$ cat config.mk
export PLATFORM = sky130hd
export DESIGN_NAME = rgb_status_pattern_generator
export DESIGN_NICKNAME = d
export VERILOG_FILES = /design/src/rtl/core/rspg_pkg.sv /design/src/rtl/core/rgb_status_pattern_generator.sv
export SDC_FILE = /design/constraint.sdc
export NUM_CORES = 1
export LEC_CHECK = 0
export ABC_AREA = 0
export BUFFER_PORTS_ARGS = -buffer_cell sky130_fd_sc_hd__buf_2
export CAP_MARGIN = 20
export CORE_MARGIN = 3
export CORE_UTILIZATION = 40
export CTS_CLUSTER_DIAMETER = 200
export DETAILED_ROUTE_END_ITERATION = 7
export SETUP_SLACK_MARGIN = 0.5
export SKIP_CTS_REPAIR_TIMING = 1
export SYNTH_ARGS = -nofsm -noshare
export SYNTH_HDL_FRONTEND = slang
export SYNTH_SLANG_ARGS = --single-unit
$ cat constraint.sdc
create_clock -name clk_i -period 3.2 [get_ports clk_i]
set_input_delay 0.64 -clock clk_i [delete_from_list [all_inputs] [get_ports clk_i]]
set_output_delay 0.64 -clock clk_i [all_outputs]
set_load 0.05 [all_outputs]
$ cat src/rtl/core/rspg_pkg.sv
`default_nettype none

package rspg_pkg;

  // Input item kinds.
  localparam logic [1:0] ModeTick = 2'd0;
  localparam logic [1:0] ModeSet  = 2'd1;
  localparam logic [1:0] ModeAck  = 2'd2;

  // LED state codes.
  localparam logic [3:0] StOff        = 4'd0;
  localparam logic [3:0] StOk         = 4'd1;
  localparam logic [3:0] StAp         = 4'd2;
  localparam logic [3:0] StWatering   = 4'd3;
  localparam logic [3:0] StFailsafe   = 4'd4;
  localparam logic [3:0] StBoot       = 4'd5;
  localparam logic [3:0] StSleepSoon  = 4'd6;
  localparam logic [3:0] StConnecting = 4'd7;
  localparam logic [3:0] StWarning    = 4'd8;
  localparam logic [3:0] StCritical   = 4'd9;
  localparam logic [3:0] StAckFlash   = 4'd10;

  // Millisecond counters saturate here.
  localparam logic [9:0] MsMax = 10'd1023;

  // Flash timing: 100 ms phases, done after six of them.
  localparam logic [9:0] FlashPhase1 = 10'd100;
  localparam logic [9:0] FlashPhase2 = 10'd200;
  localparam logic [9:0] FlashPhase3 = 10'd300;
  localparam logic [9:0] FlashPhase4 = 10'd400;
  localparam logic [9:0] FlashPhase5 = 10'd500;
  localparam logic [9:0] FlashEnd    = 10'd600;

  // Animation periods (update once the counter passes the limit).
  localparam logic [9:0] BreathLimit     = 10'd20;
  localparam logic [9:0] BlinkConnLimit  = 10'd500;
  localparam logic [9:0] BlinkWarnLimit  = 10'd1000;
  localparam logic [9:0] BlinkCritLimit  = 10'd200;

  // Breathing range and step.
  localparam logic signed [8:0] BreathStep = 9'sd3;
  localparam logic signed [8:0] BreathHigh = 9'sd80;
  localparam logic signed [8:0] BreathLow  = 9'sd5;

  typedef struct packed {
    logic [7:0] r;
    logic [7:0] g;
    logic [7:0] b;
  } rgb_t;

  localparam rgb_t ColorOff      = '{r: 8'd0,   g: 8'd0,   b: 8'd0};
  localparam rgb_t ColorOk       = '{r: 8'd0,   g: 8'd80,  b: 8'd0};
  localparam rgb_t ColorAp       = '{r: 8'd0,   g: 8'd0,   b: 8'd120};
  localparam rgb_t ColorWatering = '{r: 8'd0,   g: 8'd120, b: 8'd120};
  localparam rgb_t ColorFailsafe = '{r: 8'd180, g: 8'd0,   b: 8'd0};
  localparam rgb_t ColorBoot     = '{r: 8'd60,  g: 8'd60,  b: 8'd60};
  localparam rgb_t ColorFlash    = '{r: 8'd120, g: 8'd120, b: 8'd120};
  localparam rgb_t ColorConn     = '{r: 8'd0,   g: 8'd0,   b: 8'd120};
  localparam rgb_t ColorWarn     = '{r: 8'd180, g: 8'd120, b: 8'd0};
  localparam rgb_t ColorCrit     = '{r: 8'd255, g: 8'd0,   b: 8'd0};

  typedef struct packed {
    logic [1:0] mode;
    logic [3:0] state_code;
  } in_t;

  typedef struct packed {
    logic [7:0] red;
    logic [7:0] green;
    logic [7:0] blue;
    logic [3:0] current_state;
  } out_t;

endpackage

`default_nettype wire

$ cat src/rtl/core/rgb_status_pattern_generator.sv
`default_nettype none

// Status LED pattern generator. Each input transaction (a 1 ms tick, a
// set-state command or a button acknowledge) yields exactly one result
// transaction carrying the red, green and blue duty levels and the state
// code after that item (10 while the acknowledge flash runs). The state
// registers and the result register update at the edge that accepts an
// item, so a new item is accepted every cycle as long as the result
// register is empty or being drained in the same cycle.
// Set-state commands are ignored while the flash runs, as are unknown
// state codes; the unused mode code only repeats the current outputs.
module rgb_status_pattern_generator (
  input  wire logic         clk_i,
  input  wire logic         rst_ni,
  input  wire logic         in_valid_i,
  output logic              in_stall_o,
  input  wire rspg_pkg::in_t  in_data_i,
  output logic              out_valid_o,
  input  wire logic         out_stall_i,
  output rspg_pkg::out_t    out_data_o
);

  logic          accept;

  logic [3:0]    led_mode_q, led_mode_d;
  logic [3:0]    saved_mode_q, saved_mode_d;
  logic          effect_on_q, effect_on_d;
  logic [9:0]    effect_ms_q, effect_ms_d;
  logic [9:0]    since_q, since_d;
  logic          blink_lit_q, blink_lit_d;
  logic [6:0]    breath_q, breath_d;
  logic          rising_q, rising_d;
  rspg_pkg::rgb_t color_q, color_d;

  logic           out_valid_q;
  rspg_pkg::out_t out_q;

  // Handshake: take an item unless the held result cannot leave.
  assign in_stall_o  = out_valid_q & out_stall_i;
  assign accept      = in_valid_i & ~in_stall_o;
  assign out_valid_o = out_valid_q;
  assign out_data_o  = out_q;

  // Blink period and lit colour for the current state.
  logic [9:0]     blink_limit;
  rspg_pkg::rgb_t blink_color;
  logic           blink_mode;

  always_comb begin
    blink_limit = rspg_pkg::BlinkConnLimit;
    blink_color = rspg_pkg::ColorConn;
    blink_mode  = 1'b0;
    case (led_mode_q)
      rspg_pkg::StConnecting: begin
        blink_limit = rspg_pkg::BlinkConnLimit;
        blink_color = rspg_pkg::ColorConn;
        blink_mode  = 1'b1;
      end
      rspg_pkg::StWarning: begin
        blink_limit = rspg_pkg::BlinkWarnLimit;
        blink_color = rspg_pkg::ColorWarn;
        blink_mode  = 1'b1;
      end
      rspg_pkg::StCritical: begin
        blink_limit = rspg_pkg::BlinkCritLimit;
        blink_color = rspg_pkg::ColorCrit;
        blink_mode  = 1'b1;
      end
      default: begin
      end
    endcase
  end

  // Next state and result for one item.
  always_comb begin
    logic [9:0]        since_inc;
    logic [9:0]        effect_inc;
    logic signed [8:0] lvl;
    logic              lvl_rising;
    logic              enter;
    logic [3:0]        enter_code;
    logic              flash_dark;

    led_mode_d   = led_mode_q;
    saved_mode_d = saved_mode_q;
    effect_on_d  = effect_on_q;
    effect_ms_d  = effect_ms_q;
    since_d      = since_q;
    blink_lit_d  = blink_lit_q;
    breath_d     = breath_q;
    rising_d     = rising_q;
    color_d      = color_q;
    enter        = 1'b0;
    enter_code   = led_mode_q;

    since_inc  = (since_q != rspg_pkg::MsMax) ? since_q + 10'd1 : since_q;
    effect_inc = (effect_ms_q != rspg_pkg::MsMax) ? effect_ms_q + 10'd1 : effect_ms_q;

    // Odd 100 ms phases of the flash are dark.
    flash_dark = ((effect_inc >= rspg_pkg::FlashPhase1) && (effect_inc < rspg_pkg::FlashPhase2))
              || ((effect_inc >= rspg_pkg::FlashPhase3) && (effect_inc < rspg_pkg::FlashPhase4))
              || ((effect_inc >= rspg_pkg::FlashPhase5) && (effect_inc < rspg_pkg::FlashEnd));

    // Breathing step with clamping at both ends.
    lvl = $signed({2'b00, breath_q}) + (rising_q ? rspg_pkg::BreathStep
                                                 : -rspg_pkg::BreathStep);
    lvl_rising = rising_q;
    if (lvl >= rspg_pkg::BreathHigh) begin
      lvl        = rspg_pkg::BreathHigh;
      lvl_rising = 1'b0;
    end
    if (lvl <= rspg_pkg::BreathLow) begin
      lvl        = rspg_pkg::BreathLow;
      lvl_rising = 1'b1;
    end

    case (in_data_i.mode)
      rspg_pkg::ModeTick: begin
        since_d = since_inc;
        if (effect_on_q) begin
          effect_ms_d = effect_inc;
          if (effect_inc >= rspg_pkg::FlashEnd) begin
            effect_on_d = 1'b0;
            enter       = 1'b1;
            enter_code  = saved_mode_q;
          end else if (flash_dark) begin
            color_d = rspg_pkg::ColorOff;
          end else begin
            color_d = rspg_pkg::ColorFlash;
          end
        end else if (led_mode_q == rspg_pkg::StSleepSoon) begin
          if (since_inc > rspg_pkg::BreathLimit) begin
            since_d  = '0;
            breath_d = lvl[6:0];
            rising_d = lvl_rising;
            color_d  = '{r: 8'd0, g: {1'b0, lvl[6:0]}, b: 8'd0};
          end
        end else if (blink_mode) begin
          if (since_inc > blink_limit) begin
            since_d     = '0;
            blink_lit_d = ~blink_lit_q;
            color_d     = blink_lit_q ? rspg_pkg::ColorOff : blink_color;
          end
        end
      end
      rspg_pkg::ModeSet: begin
        if (!effect_on_q && (in_data_i.state_code inside {[rspg_pkg::StOff:rspg_pkg::StCritical]}))
        begin
          enter      = 1'b1;
          enter_code = in_data_i.state_code;
        end
      end
      rspg_pkg::ModeAck: begin
        if (!effect_on_q) begin
          saved_mode_d = led_mode_q;
        end
        led_mode_d  = rspg_pkg::StAckFlash;
        effect_on_d = 1'b1;
        effect_ms_d = '0;
      end
      default: begin
      end
    endcase

    // Entering resets animations; Off to Boot load fixed colours.
    if (enter) begin
      led_mode_d  = enter_code;
      blink_lit_d = 1'b1;
      breath_d    = '0;
      rising_d    = 1'b1;
      since_d     = '0;
      case (enter_code)
        rspg_pkg::StOff:      color_d = rspg_pkg::ColorOff;
        rspg_pkg::StOk:       color_d = rspg_pkg::ColorOk;
        rspg_pkg::StAp:       color_d = rspg_pkg::ColorAp;
        rspg_pkg::StWatering: color_d = rspg_pkg::ColorWatering;
        rspg_pkg::StFailsafe: color_d = rspg_pkg::ColorFailsafe;
        rspg_pkg::StBoot:     color_d = rspg_pkg::ColorBoot;
        default: begin
        end
      endcase
    end
  end

  // State registers advance once per accepted item.
  always_ff @(posedge clk_i or negedge rst_ni) begin
    if (!rst_ni) begin
      led_mode_q   <= rspg_pkg::StBoot;
      saved_mode_q <= rspg_pkg::StOff;
      effect_on_q  <= 1'b0;
      effect_ms_q  <= '0;
      since_q      <= '0;
      blink_lit_q  <= 1'b1;
      breath_q     <= '0;
      rising_q     <= 1'b1;
      color_q      <= rspg_pkg::ColorBoot;
    end else if (accept) begin
      led_mode_q   <= led_mode_d;
      saved_mode_q <= saved_mode_d;
      effect_on_q  <= effect_on_d;
      effect_ms_q  <= effect_ms_d;
      since_q      <= since_d;
      blink_lit_q  <= blink_lit_d;
      breath_q     <= breath_d;
      rising_q     <= rising_d;
      color_q      <= color_d;
    end
  end

  // Result register valid flag.
  always_ff @(posedge clk_i or negedge rst_ni) begin
    if (!rst_ni) begin
      out_valid_q <= 1'b0;
    end else if (accept) begin
      out_valid_q <= 1'b1;
    end else if (!out_stall_i) begin
      out_valid_q <= 1'b0;
    end
  end

  // Result payload.
  always_ff @(posedge clk_i) begin
    if (accept) begin
      out_q.red           <= color_d.r;
      out_q.green         <= color_d.g;
      out_q.blue          <= color_d.b;
      out_q.current_state <= led_mode_d;
    end
  end

`ifndef SYNTHESIS
  // An accepted acknowledge always reports the flash state.
  assert property (@(posedge clk_i) disable iff (!rst_ni)
    accept && (in_data_i.mode == rspg_pkg::ModeAck)
    |=> out_valid_o && (out_data_o.current_state == rspg_pkg::StAckFlash))
    else $error("acknowledge did not report the flash state");

  // While the flash runs the state code is the flash code.
  assert property (@(posedge clk_i) disable iff (!rst_ni)
    effect_on_q |-> (led_mode_q == rspg_pkg::StAckFlash))
    else $error("flash running with another state code");

  // While the flash runs its timer stays below the end of the last phase.
  assert property (@(posedge clk_i) disable iff (!rst_ni)
    effect_on_q |-> (effect_ms_q < rspg_pkg::FlashEnd))
    else $error("flash timer ran past its end");

  // The saved state is never the flash code.
  assert property (@(posedge clk_i) disable iff (!rst_ni)
    saved_mode_q <= rspg_pkg::StCritical)
    else $error("saved state out of range");
`endif

endmodule

`default_nettype wire
* Word level (Yosys, flattened, before mapping)
Cells that the tools add are included.
** Cells by class
- $add $sub $neg :: 3
- Magnitude comparators :: 13
- Equality and inequality tests :: 17
- Muxes and demuxes :: 61
- Bitwise operators :: 5
- Reductions and logical operators :: 25
** Operators by type and width (number)
- 24-bit two-way mux :: 9
- 24-bit case mux with 6 select lines :: 1
- 10-bit two-way mux :: 10
- 24-bit case mux with 2 select lines :: 1
- 7-bit two-way mux :: 6
- 10-bit case mux with 2 select lines :: 2
- 23-bit two-way mux :: 1
- 1-bit two-way mux :: 21
- 10-bit by 1-bit adder with 10-bit output, second input constant :: 2
- 10-bit by 9-bit greater-or-equal comparator with 1-bit output, second input constant :: 2
- 4-bit two-way mux :: 5
- 10-bit inequality test, second input constant :: 2
- 9-bit two-way mux :: 2
- 4-bit by 3-bit == test with 1-bit output, second input constant :: 4
- 6-bit AND reduction :: 2
- 2-bit nonzero test :: 6
- 10-bit greater-or-equal comparator, second input constant :: 1
- 10-bit by 7-bit greater-or-equal comparator with 1-bit output, second input constant :: 1
- 10-bit > comparator :: 1
- 10-bit by 5-bit > comparator with 1-bit output, second input constant :: 1
- 10-bit less-than comparator, second input constant :: 1
- 10-bit by 8-bit less-than comparator with 1-bit output, second input constant :: 1
- 10-bit by 9-bit less-than comparator with 1-bit output, second input constant :: 1
- 8-bit by 9-bit adder with 9-bit output :: 1
- other kinds (25) :: 40
** Storage, ports and cells
- Register bits :: 91
- Input bits :: 10
- Output and inout bits :: 30
- Word-level logic and storage cells :: 140

* Longest topological paths before layout
- Word-level depth :: 12
- Depth in mapped cells :: 16
- Gate-level depth less buffers :: 14

* Worst setup path before layout
No wires, ideal clock.
- Path kind :: flip-flop to flip-flop
- From :: register since_q[0]
- To :: register color_q[16] (netlist name)
- Setup time :: 0.095 ns
- Arrival :: 3.322 ns
- Data required time :: 3.105 ns
- Path slack :: -0.217 ns
- Stages on the path, launching flop included :: 15
- Path buffers :: 2
- Clock period less this slack :: 3.417 ns
- Path through :: dfrtp_1 > ha_1 > buf_2 > nand4_1 > or3_1 > a21oi_1 > ha_1 > a21oi_1 > o21ai_0 > a31o_2 > and3_1 > o21ai_1 > clkbuf_1 > a21oi_1 > o31ai_1
** Between the ends
- Longest elaborated chain between the ends :: 10
- Elaborated cells between the ends (all ways) :: 13
- Classes of those cells :: 1 x add/sub; 2 x order compare; 1 x eq/ne; 9 x mux
** Ends and longest elaborated chain
- start, declared :: line rgb_status_pattern_generator.sv:29 : logic [9:0] since_q, since_d;
- start signal, assigned :: line rgb_status_pattern_generator.sv:202 : since_q <= since_d;
- 10-bit by 1-bit adder with 10-bit output or 10-bit inequality test (tied branches) :: line rgb_status_pattern_generator.sv:96 : since_inc = (since_q != rspg_pkg::MsMax) ? since_q + 10'd1 : since_q;
- 10-bit two-way mux * :: line rgb_status_pattern_generator.sv:96
- 10-bit > comparator :: line rgb_status_pattern_generator.sv:139 : if (since_inc > blink_limit) begin
- 24-bit two-way mux :: line rgb_status_pattern_generator.sv:139
- 24-bit two-way mux :: line rgb_status_pattern_generator.sv:138 : end else if (blink_mode) begin
- 24-bit two-way mux * :: line rgb_status_pattern_generator.sv:131 : end else if (led_mode_q == rspg_pkg::StSleepSoon) begin
- 24-bit two-way mux * :: line rgb_status_pattern_generator.sv:120 : if (effect_on_q) begin
- 24-bit two-way mux * :: line rgb_status_pattern_generator.sv:117 : case (in_data_i.mode)
- 24-bit case mux with 6 select lines :: line rgb_status_pattern_generator.sv:172 : case (enter_code)
- 24-bit two-way mux * :: line rgb_status_pattern_generator.sv:166 : if (enter) begin
- end signal, assigned :: line rgb_status_pattern_generator.sv:196 : color_q <= rspg_pkg::ColorBoot;
- end signal, assigned :: line rgb_status_pattern_generator.sv:206 : color_q <= color_d;
- end, declared :: line rgb_status_pattern_generator.sv:33 : rspg_pkg::rgb_t color_q, color_d;
Every way passes the cells marked *; elsewhere a longest branch is shown, timed or not.
A chain may end at the register's enable or synchronous reset.

==> qor.txt <==
IO Port Bufs: 39
Hold WS: 226 ps
Clk pin slew, worst setup/hold paths: 70 ps
Net Sw Frac: 0.334
Clock Sinks: 91
EDFF count, synth: 28
Achievable frequency: 307 MHz
Worst EP required: 3410 ps
CTS tree: built
Worst Path Class, Setup: reg -> reg
Die Width: 129 um
Layout Skew: 11.4 ps
Fin cells: 983
Synth Flop Type: dfrtp_1
Remaining Overflow, GRT: 0
Netlist Area Pre-Place: 6080 sq um
Net Sw Power: 1.20 mW
Number of diodes: 0
Placed cells: 941
Largest family of logic cells by synthesized area: compound AO/OA/AOI/OAI gates
Synth Area in XOR/XNOR: 0.0187
First-pass GRT wire length: 28.1 mm
CTS root buffer: clkbuf_16
Fillcell total: 1283
Max-Cap Viols: 0
Vias in the first global route: 5381
Crit path top cell by count: nand4_1
Comb power frac: 0.291
Hold Path Class: in -> async
Routed WL: 18.3 mm
Crit start category: flop
Initial antenna violation count: 0
Worst slew pin tran: 790 ps
Final hold vios: 0
Clk pwr share: 0.318
Setup WS post-layout: -52.4 ps
Commonest non-fill, non-tap cells in the layout: buf_4 (105), nand2_1 (61), dfrtp_1 (44)
CTS H-Tree Depth: 3
Sequential fraction of the synthesis area: 0.401
Wire per inst: 18.6 um
Post-synthesis mux area share: 0.0253
Starting Density: 0.414
ANT nets after route: 0
Failing checks: setup timing
Layout area overhead: 34.0%
Via count: 5983
DRC viols: 0
Cells after synthesis: 667
Reg2Reg Setup Slack: -50 ps
R2R cell count: 14
Min Tclk post-route: 3250 ps
Largest net degree at the start of global routing: 29
Clock buffer depth: 2
CP cell instances: ha_4 -> nand4_1 -> or3_4 -> nand3_2 -> o21a_1 -> ha_1 -> and4_1 -> nand4_1 -> nand2_4 -> or4_4 -> nand3b_1 -> buf_6 -> a22oi_2 -> o21ai_1
Syn Nets: 693
Crit-path max FO: 4
Async SR Flop Fraction: 0.692
Commonest non-fill, non-tap cell in the layout: buf_4
GRT Util Overall: 0.211
Post-Synth Simple-Gate Area: 0.193
TNS Setup: -140 ps
Cell Rows: 44
WP data arrival: 3460 ps
Setup Viol. Count Final: 6
Part of the power in registers: 0.391
Synth unique cells: 83
Max rail drop VDD: 0.252 mV
Int Pwr: 2.40 mW
Die H: 129 um
Worst skew pair latency: 360 ps
First-pass iteration count of the detailed router: 5
Adder-Cell Fraction of Synth Area: 0.0341
Status: complete, but fails checks
Synth Area in Compound Gates: 0.290
Die Area: 16700 sq um
Yosys reg bits: 91
I/O pin count: 40
RSZ-0062 raised after global routing: yes
Relative slew margins: 0.470
Pre-CTS WS: -18.1 ps
DPL Wire Length: 13.0 mm
Reg-to-Reg End: out_data_o[8]$_DFFE_PP_
CORE AREA: 14700 sq um
Layout cells sized above 1: 0.388
PD cells: 441 nW/um^2
Total Power: 3.60 mW
Crit-path slowest cell: or4_4
Final instance area: 8150 sq um
Max-slew violations: 0
Period utilization: 1.02
Critical R2R Launch: since_q[0]$_DFFE_PN0P_
Nets: 820
Max incr delay on CP: 510 ps
Initial drt markers: 500
Leakage: 3.40 nW
DR vias/cell: 6.09
Yosys warning count: 0
Final RePlAce weighted congestion: 0.940
Util after Layout: 0.555
Cell Area, Placed: 7130 sq um
Total clock buffers created by CTS: 9
Worst setup EP type: flop
Mean post-synth cell area: 9.12 sq um
==> worst max-delay path by stage <==
stage / endpoint / start / slack, ps
final: out_data_o[8]$_DFFE_PP_ / since_q[0]$_DFFE_PN0P_ / -50
after global routing: out_data_o[8]$_DFFE_PP_ / since_q[0]$_DFFE_PN0P_ / -190
after CTS: out_data_o[7]$_DFFE_PP_ / effect_ms_q[0]$_DFFE_PN0P_ / -90
after detailed placement: out_data_o[7]$_DFFE_PP_ / since_q[1]$_DFFE_PN0P_ / -20
after global placement: out_data_o[16]$_DFFE_PP_ / effect_ms_q[0]$_DFFE_PN0P_ / -80
after floorplan: out_data_o[18]$_DFFE_PP_ / since_q[0]$_DFFE_PN0P_ / 80
==> Yosys cell counts, types with 8 or more instances <==
master     n  area (sq um)
a211oi_1  15           113
a21o_1    12          90.1
a21oi_1   45           225
a22o_1    17           149
a22oi_1    8          60.1
a31oi_1   13          81.3
and2_1    10          62.6
and3_1    13          81.3
buf_2     13          65.1
clkbuf_1  25          93.8
dfrtp_1   47          1180
dfstp_2   16           420
edfxtp_1  28           841
ha_1      15           188
inv_1     14          52.6
mux2_2    11           124
nand2_1   65           244
nand3_1   14          70.1
nand4_1   12          75.1
nor2_1    45           169
nor2b_1    9          56.3
nor3_1    17          85.1
o21a_1     8          60.1
o21ai_0   48           240
o31ai_1   12          90.1
xnor2_1    9          78.8
==> critical path, delay by kind of cell (launching register included) <==
kind                       cells  cell delay (ps)
buffers and inverters          1              140
DFF                            1              410
and+or+nand+nor                8             1800
AOI/OAI and AO/OA              3              330
adders and majority gates      2              430
==> registers in the layout, summed over array words and instances (netlist names) <==
signal        flops
saved_mode_q      4
blink_lit_q       1
led_mode_q        4
since_q          10
breath_q          7
rising_q          1
out_data_o       28
out_valid_o       1
effect_on_q       1
color_q          24
effect_ms_q      10
==> routing by layer <==
layer / up-vias / wire length, um / part of all wire / global-route usage
li1: 2815 / - / - / -
met5: - / 0 / 0 / 0
met4: 0 / 554 / 0.030 / 0.0846
met2: 184 / 8540 / 0.47 / 0.335
met1: 2936 / 8300 / 0.45 / 0.287
met3: 48 / 867 / 0.047 / 0.0371
==> logic make-up after synthesis <==
group	count (synthesis)
XOR/XNOR	13
adder cells (fa/ha/maj)	16
flip-flops	91
AND/OR/NAND/NOR	228
buffers and inverters	56
AO/OA/AOI/OAI	249
multiplexers	14
==> power by group through the flow <==
stage	clock network [mW]	logic (mW)	registers [mW]
after global placement	0	0.868	1.41
after global routing	1.22	1.14	1.42
after floorplan	0	0.493	1.49
after detailed placement	0	0.883	1.41
final	1.14	1.05	1.41
after CTS	1.17	0.887	1.39
==> final cells by class <==
cell class | instances | area [sq um] | area share
Tap cell | 184 | 230 | 0.0282
Clock inverter | 7 | 87.6 | 0.0107
Inverter | 15 | 62.6 | 0.00767
Timing Repair Buffer | 157 | 1140 | 0.140
Multi-Input combinational cell | 520 | 3970 | 0.487
Clock buffer | 9 | 225 | 0.0276
Sequential cell | 91 | 2440 | 0.299
(Power assumes the default switching activity.)
